==> config.mk <==
export PLATFORM = sky130hd
export DESIGN_NAME = imu_sample_convert_bias_track
export DESIGN_NICKNAME = d
export VERILOG_FILES = /design/src/sv/imusc_pkg.sv /design/src/sv/imu_sample_convert_bias_track.sv
export SDC_FILE = /design/constraint.sdc
export NUM_CORES = 2
export LEC_CHECK = 0
export ABC_AREA = 1
export BUFFER_PORTS_ARGS = -buffer_cell sky130_fd_sc_hd__buf_2
export CAP_MARGIN = 30
export CORE_ASPECT_RATIO = 0.6
export CORE_MARGIN = 3
export CORE_UTILIZATION = 50
export CTS_CLUSTER_SIZE = 14
export DETAILED_ROUTE_END_ITERATION = 12
export PLACE_DENSITY = 0.74
export REMOVE_ABC_BUFFERS = 1
export SYNTH_ARGS = -nofsm -noshare
export SYNTH_HDL_FRONTEND = slang
export SYNTH_SLANG_ARGS = --single-unit
==> constraint.sdc <==
create_clock -name i_clk -period 7.8 [get_ports i_clk]
set_input_delay 1.17 -clock i_clk [delete_from_list [all_inputs] [get_ports i_clk]]
set_output_delay 1.17 -clock i_clk [all_outputs]
set_load 0.05 [all_outputs]
==> src/sv/imusc_pkg.sv <==
`timescale 1ns / 1ps

package imusc_pkg;

    localparam int AXES        = 3;
    localparam int RAW_W       = 16;
    localparam int GAIN_W      = 32;
    localparam int SCALED_W    = 48;
    localparam int BIAS_W      = 15;
    localparam int IN_DATA_W   = 48;
    localparam int OUT_DATA_W  = 240;
    localparam int CFG_ADDR_W  = 1;

    localparam logic [CFG_ADDR_W-1:0] REG_ACCEL_GAIN = 1'b0;
    localparam logic [CFG_ADDR_W-1:0] REG_GYRO_GAIN  = 1'b1;

    localparam logic KIND_ACCEL = 1'b0;
    localparam logic KIND_GYRO  = 1'b1;

    typedef logic signed [RAW_W-1:0]    t_raw;
    typedef logic signed [SCALED_W-1:0] t_scaled;
    typedef logic signed [BIAS_W-1:0]   t_bias;

    // midpoint of the tracked range, rounded toward minus infinity
    function automatic t_bias mid_floor(input t_raw hi, input t_raw lo);
        logic signed [RAW_W:0] sum;
        sum = {hi[RAW_W-1], hi} + {lo[RAW_W-1], lo};
        return sum[RAW_W-1:1];
    endfunction

endpackage

==> src/sv/imu_sample_convert_bias_track.sv <==
`timescale 1ns / 1ps

// IMU sample converter with accelerometer bias tracking.
// Input stream: s_axis_tdata carries six sensor bytes (x lo/hi, y lo/hi, z lo/hi),
// s_axis_tuser selects accelerometer (0) or gyroscope (1). Output stream:
// m_axis_tdata carries body counts, Q32.16 scaled values and the current
// accelerometer bias per axis; m_axis_tuser echoes the sample kind.
// Gains are set through the write port (index 0 accel, 1 gyro); the user must
// write them only while idle, which the block itself does not enforce. Two
// register stages: a request accepted into the stage register moves on to the
// output register when that is free. One request per cycle is sustained while
// the receiver is ready; the per-axis 16x32 multiply and min/max compare lie
// between the stage register and the output register. On a receiver stall the
// output register holds; the stage register takes a request only if it is empty.
// Reset clears both valid flags, the gains, and the per-axis maximum,
// minimum and bias (all zero). Gyro samples leave the tracking state alone.
module imu_sample_convert_bias_track
    import imusc_pkg::*;
(
    input  logic                  i_clk,
    input  logic                  i_rst_n,
    input  logic                  i_cfg_we,
    input  logic [CFG_ADDR_W-1:0] i_cfg_addr,
    input  logic [GAIN_W-1:0]     i_cfg_wdata,
    input  logic                  s_axis_tvalid,
    output logic                  s_axis_tready,
    // x_low_byte, x_high_byte, y_low_byte, y_high_byte, z_low_byte, z_high_byte
    input  logic [IN_DATA_W-1:0]  s_axis_tdata,
    // cmd
    input  logic                  s_axis_tuser,
    output logic                  m_axis_tvalid,
    input  logic                  m_axis_tready,
    // body_x_raw, body_y_raw, body_z_raw, scaled_x, scaled_y, scaled_z,
    // bias_x, bias_y, bias_z, 3 zero pad bits
    output logic [OUT_DATA_W-1:0] m_axis_tdata,
    // kind
    output logic                  m_axis_tuser
);

    logic [GAIN_W-1:0] r_accel_gain;
    logic [GAIN_W-1:0] r_gyro_gain;

    logic                 r_s1_valid;
    logic                 r_s1_kind;
    logic [IN_DATA_W-1:0] r_s1_data;

    logic                  r_out_valid;
    logic                  r_out_kind;
    logic [OUT_DATA_W-1:0] r_out_data;

    t_raw  r_max [AXES];
    t_raw  r_min [AXES];
    t_bias r_bias [AXES];
    t_raw  n_max [AXES];
    t_raw  n_min [AXES];
    t_bias n_bias [AXES];

    t_raw    body [AXES];
    t_scaled scaled [AXES];
    logic [OUT_DATA_W-1:0] n_out_data;
    logic [GAIN_W-1:0]     gain;
    logic                  advance;

    assign advance       = r_s1_valid && (!r_out_valid || m_axis_tready);
    assign s_axis_tready = !r_s1_valid || advance;
    assign gain          = (r_s1_kind == KIND_GYRO) ? r_gyro_gain : r_accel_gain;

    always_comb begin
        logic [RAW_W-1:0]    word;
        logic signed [SCALED_W:0] prod;
        for (int i = 0; i < AXES; i++) begin
            word = r_s1_data[2*i*8 +: RAW_W];
            // negation wraps, so the most negative count maps to itself
            body[i] = (i == 0) ? t_raw'(word) : t_raw'(RAW_W'(0) - word);
            prod = body[i] * $signed({1'b0, gain});
            scaled[i] = prod[SCALED_W-1:0];

            n_max[i]  = r_max[i];
            n_min[i]  = r_min[i];
            n_bias[i] = r_bias[i];
            if (r_s1_kind == KIND_ACCEL) begin
                if (body[i] > r_max[i]) begin
                    n_max[i]  = body[i];
                    n_bias[i] = mid_floor(body[i], r_min[i]);
                end else if (body[i] < r_min[i]) begin
                    n_min[i]  = body[i];
                    n_bias[i] = mid_floor(r_max[i], body[i]);
                end
            end
        end

        n_out_data = '0;
        for (int i = 0; i < AXES; i++) begin
            n_out_data[i*RAW_W +: RAW_W] = body[i];
            n_out_data[AXES*RAW_W + i*SCALED_W +: SCALED_W] = scaled[i];
            n_out_data[AXES*(RAW_W+SCALED_W) + i*BIAS_W +: BIAS_W] = n_bias[i];
        end
    end

    always_ff @(posedge i_clk) begin
        if (!i_rst_n) begin
            r_accel_gain <= '0;
            r_gyro_gain  <= '0;
        end else if (i_cfg_we) begin
            case (i_cfg_addr)
                REG_ACCEL_GAIN: r_accel_gain <= i_cfg_wdata;
                REG_GYRO_GAIN:  r_gyro_gain  <= i_cfg_wdata;
                default: ;
            endcase
        end
    end

    always_ff @(posedge i_clk) begin
        if (!i_rst_n) begin
            r_s1_valid <= 1'b0;
        end else if (s_axis_tready) begin
            r_s1_valid <= s_axis_tvalid;
        end
    end

    always_ff @(posedge i_clk) begin
        if (s_axis_tready && s_axis_tvalid) begin
            r_s1_kind <= s_axis_tuser;
            r_s1_data <= s_axis_tdata;
        end
    end

    always_ff @(posedge i_clk) begin
        if (!i_rst_n) begin
            r_out_valid <= 1'b0;
            for (int i = 0; i < AXES; i++) begin
                r_max[i]  <= '0;
                r_min[i]  <= '0;
                r_bias[i] <= '0;
            end
        end else begin
            if (advance) begin
                r_out_valid <= 1'b1;
                for (int i = 0; i < AXES; i++) begin
                    r_max[i]  <= n_max[i];
                    r_min[i]  <= n_min[i];
                    r_bias[i] <= n_bias[i];
                end
            end else if (m_axis_tready) begin
                r_out_valid <= 1'b0;
            end
        end
    end

    always_ff @(posedge i_clk) begin
        if (advance) begin
            r_out_kind <= r_s1_kind;
            r_out_data <= n_out_data;
        end
    end

    assign m_axis_tvalid = r_out_valid;
    assign m_axis_tuser  = r_out_kind;
    assign m_axis_tdata  = r_out_data;

    // tracked range always straddles zero
    a_range_straddles_zero: assert property (@(posedge i_clk) disable iff (!i_rst_n)
        r_max[0] >= 0 && r_min[0] <= 0 && r_max[1] >= 0 && r_min[1] <= 0 &&
        r_max[2] >= 0 && r_min[2] <= 0)
        else $error("tracked maximum or minimum crossed zero");

    // bias always matches the tracked midpoint
    a_bias_is_midpoint: assert property (@(posedge i_clk) disable iff (!i_rst_n)
        r_bias[0] == mid_floor(r_max[0], r_min[0]) &&
        r_bias[1] == mid_floor(r_max[1], r_min[1]) &&
        r_bias[2] == mid_floor(r_max[2], r_min[2]))
        else $error("bias out of step with tracked range");

    // gyro samples leave tracking state untouched
    a_gyro_keeps_state: assert property (@(posedge i_clk) disable iff (!i_rst_n)
        advance && r_s1_kind == KIND_GYRO |=>
            $stable(r_max[0]) && $stable(r_min[0]) && $stable(r_max[1]) &&
            $stable(r_min[1]) && $stable(r_max[2]) && $stable(r_min[2]))
        else $error("gyro sample changed tracking state");

    // a stalled result is never overwritten
    a_no_overwrite: assert property (@(posedge i_clk) disable iff (!i_rst_n)
        r_out_valid && !m_axis_tready |=> r_out_valid && $stable(r_out_data))
        else $error("output register changed while stalled");

endmodule
==> run_results.csv <==
group,metric,value,unit
worst_setup_path,path_buf_inv,10,
floorplan,die_h,309,um
logic_synthesis,synthAdderAreaFrac,43.4,%
layout,drive_gt1_share,9.63,%
logic_synthesis,ys_dominant_reg_cell,"edfxtp_1",
clock_tree,cts_buffers,53,
worst_setup_path,crit_path_end_kind,"flop",
layout,final_common_cell,"inv_1",
drt,viasPerCell,5.46,
worst_setup_path,cp_top_family,"adder cells",
grt,grt_pass1_wl,414,mm
timing,slew_viol_final,0,
drt,drt_drc_violations_left,0,
logic_synthesis,yosys_warnings,0,
floorplan,pin_count,330,
drt,vias,65065,
logic_synthesis,ys_types,55,
grt,antenna_found_initial,12,
clock_tree,clk_latency,0.72,ns
worst_setup_path,cp_slowest_cell,"fa_1",
logic_synthesis,seq_area_frac_synth,18.5,%
worst_setup_path,critPathMaxFanout,35,
floorplan,die_area,158000,sq um
worst_setup_path,startpoint_type,"flop",
placed_design,hpwl,226,mm
logic_synthesis,synth_top_cell_area_share,32.9,%
logic_synthesis,synth_top_family_by_area,"adder cells",
logic_synthesis,netlist_top_cells_area,"fa_1 (33%), edfxtp_1 (17%), inv_1 (11%)",
layout,multi_input_comb_area,52900,sq um
logic_synthesis,synthSimpleGateAreaFrac,18.1,%
timing,rsz0062_at_grt,"yes",
drt,wl,277,mm
placed_design,gp_congestion,1.05,
layout,syn2layout_area_growth,11.3,%
timing,finalCritPeriodShare,98.6,%
grt,grt_pass1_vias,64850,
run_status,status,"finished, final reports clean",
floorplan,floorplan.rows,110,
floorplan,start_util,50.7,%
worst_setup_path,path_common_cell,"fa_1",
layout,nFillCells,13975,
logic_synthesis,synth_xor_area_share,2.20,%
clock_tree,htree_levels,2,
grt,grt_max_degree,104,
grt,grt_util_all_layers,35.1,%
logic_synthesis,async_flop_share,0,%
clock_tree,cts_buffer_depth,3,
logic_synthesis,synth_edf_count,428,
worst_setup_path,cp_slowest_stage_delay,0.54,ns
layout,final_cell_mix,"inv_1 (2,221), nand2_1 (1,971), fa_1 (1,260), nor2_1 (1,080), ha_1 (638)",
timing,worst_pin_slew,1.10,ns
grt,grt.overflow.total,0,
timing,fin_hold_ws,0.457,ns
logic_synthesis,synth_compound_area_share,4.93,%
logic_synthesis,synth_area_per_cell,8.18,sq um
timing,clock.fmax,0.130,GHz
clock_tree,clockRootBuffer,"clkbuf_16",
clock_tree,cts_tree,"done",
worst_setup_path,criticalPathCategory,"reg -> reg",
worst_setup_path,cp.arrival,8.14,ns
clock_tree,clk_pin_slew_worst_paths,0.07,ns
logic_synthesis,synthMuxAreaShare,0,%
clock_tree,clock_sink_count,494,
timing,setup_viol,0,
layout,nNetsFinal,11830,
timing,skew,0.0713,ns
logic_synthesis,syn_inst,9378,
drt,detail_route.first_pass.iterations,9,
floorplan,die_w,512,um
drt,ant_nets,0,
logic_synthesis,yosysTopAreaCell,"fa_1",
timing,final-hold-violation-count,0,
run,cap_viol_max_count,0,
drt,dr.first_iter.drc_count,7306,
logic_synthesis,synth.cell_area,76700,sq um
drt,wl_per_cell,23.3,um
layout,regArea,14200,sq um
min_path,hp-class,"reg -> reg",
timing,relSlewSlack,26.5,%
floorplan,core_area,151000,sq um
placed_design,port_buffers,326,
timing,fin_crit,7.69,ns
logic_synthesis,synth-seq-cells,494,
worst_setup_path,crit_required,8.26,ns
-- logic make-up (layout without fill, tap and decap cells) --
group,count (synthesis),count (layout)
adder cells (fa/ha/maj),1904,1904
AO/OA/AOI/OAI,690,690
XOR/XNOR,192,192
AND/OR/NAND/NOR,3493,3493
other,1,14
buffers and inverters,2604,3107
flip-flops,494,494
-- through the flow --
step                setup WS, ns  area [sq um]  util, %  TNS [ns]  instances
CTS                       0.0119         84900     56.2         0      11890
floorplan                  -2.93         75300        -   -682.30       9055
finish                     0.112         85300     56.5         0      11910
global route              -0.109         85300     56.4    -0.325      11900
global placement         -0.0688         83000     54.9   -0.0974      11790
detailed placement       -0.0134         83100     55.0   -0.0263      11791
-- final timing paths --
path | startpoint | to | slack, ns | cells past startpoint
setup / recovery | r_s1_kind | m_axis_tdata[84] | 0.11 | 28
hold / removal | r_accel_gain[2] | r_accel_gain[2] | 0.46 | 2
setup reg to reg | r_s1_kind | m_axis_tdata[84] | 0.11 | 28
hold reg to reg | r_accel_gain[2] | r_accel_gain[2] | 0.46 | 2
-- layout make-up --
cell class | instances | share of cell area (%)
Antenna cell | 11 | 0.0323
Timing Repair Buffer | 728 | 6.14
Multi-Input combinational cell | 6282 | 62.0
Sequential cell | 494 | 16.6
Timing Repair inverter | 1 | 0.00880
Clock buffer | 65 | 1.68
Clock inverter | 34 | 0.459
Tap cell | 2016 | 2.96
Inverter | 2279 | 10.1
-- metal layers --
layer	GRT usage [%]	routed length (um)	vias to the layer above
li1	-	-	28833
met1	52.6	122000	31993
met2	46.3	104000	3763
met3	14.3	42000	466
met4	9.70	9230	10
met5	0	54	-
-- worst min-delay path: stages (launching register included) --
cell     delay, ns
dfxtp_1       0.30
inv_1         0.06
a21oi_1       0.06
-- synth_stat cells, types with 24 or more instances --
cell type and instances:
nor3_1 45, a21o_1 24, dfxtp_1 66, nand2_1 1975
ha_1 644, fa_1 1260, nand4_1 48, nand3_1 249
nor4_1 25, clkbuf_1 227, clkinv_1 26, o21ai_0 239
nor2_1 1093, edfxtp_1 428, o21bai_1 40, xnor2_1 52
a21oi_1 296, buf_2 40, a31oi_1 30, xor2_1 139
inv_1 2229, buf_1 44
-- timing repair --
action	4_1_cts	5_1_grt
gates cloned	0	1
endpoints found under the setup margin	3	60
pin swaps	0	3
buffers inserted	0	6
hold buffers	0	0
resized for setup	3	80
-- sequential cells by signal, indices dropped and copies added (netlist names) --
signal / flops
r_gyro_gain: 32
m_axis_tdata: 237
r_s1_valid: 1
r_bias: 45
m_axis_tvalid: 1
r_accel_gain: 32
r_s1_kind: 1
r_min: 48
r_s1_data: 48
r_max: 48
m_axis_tuser: 1
Power is left out: the tool's default activity adds up to more than one toggle a clock period on the data nets, which glitch-free logic cannot reach.
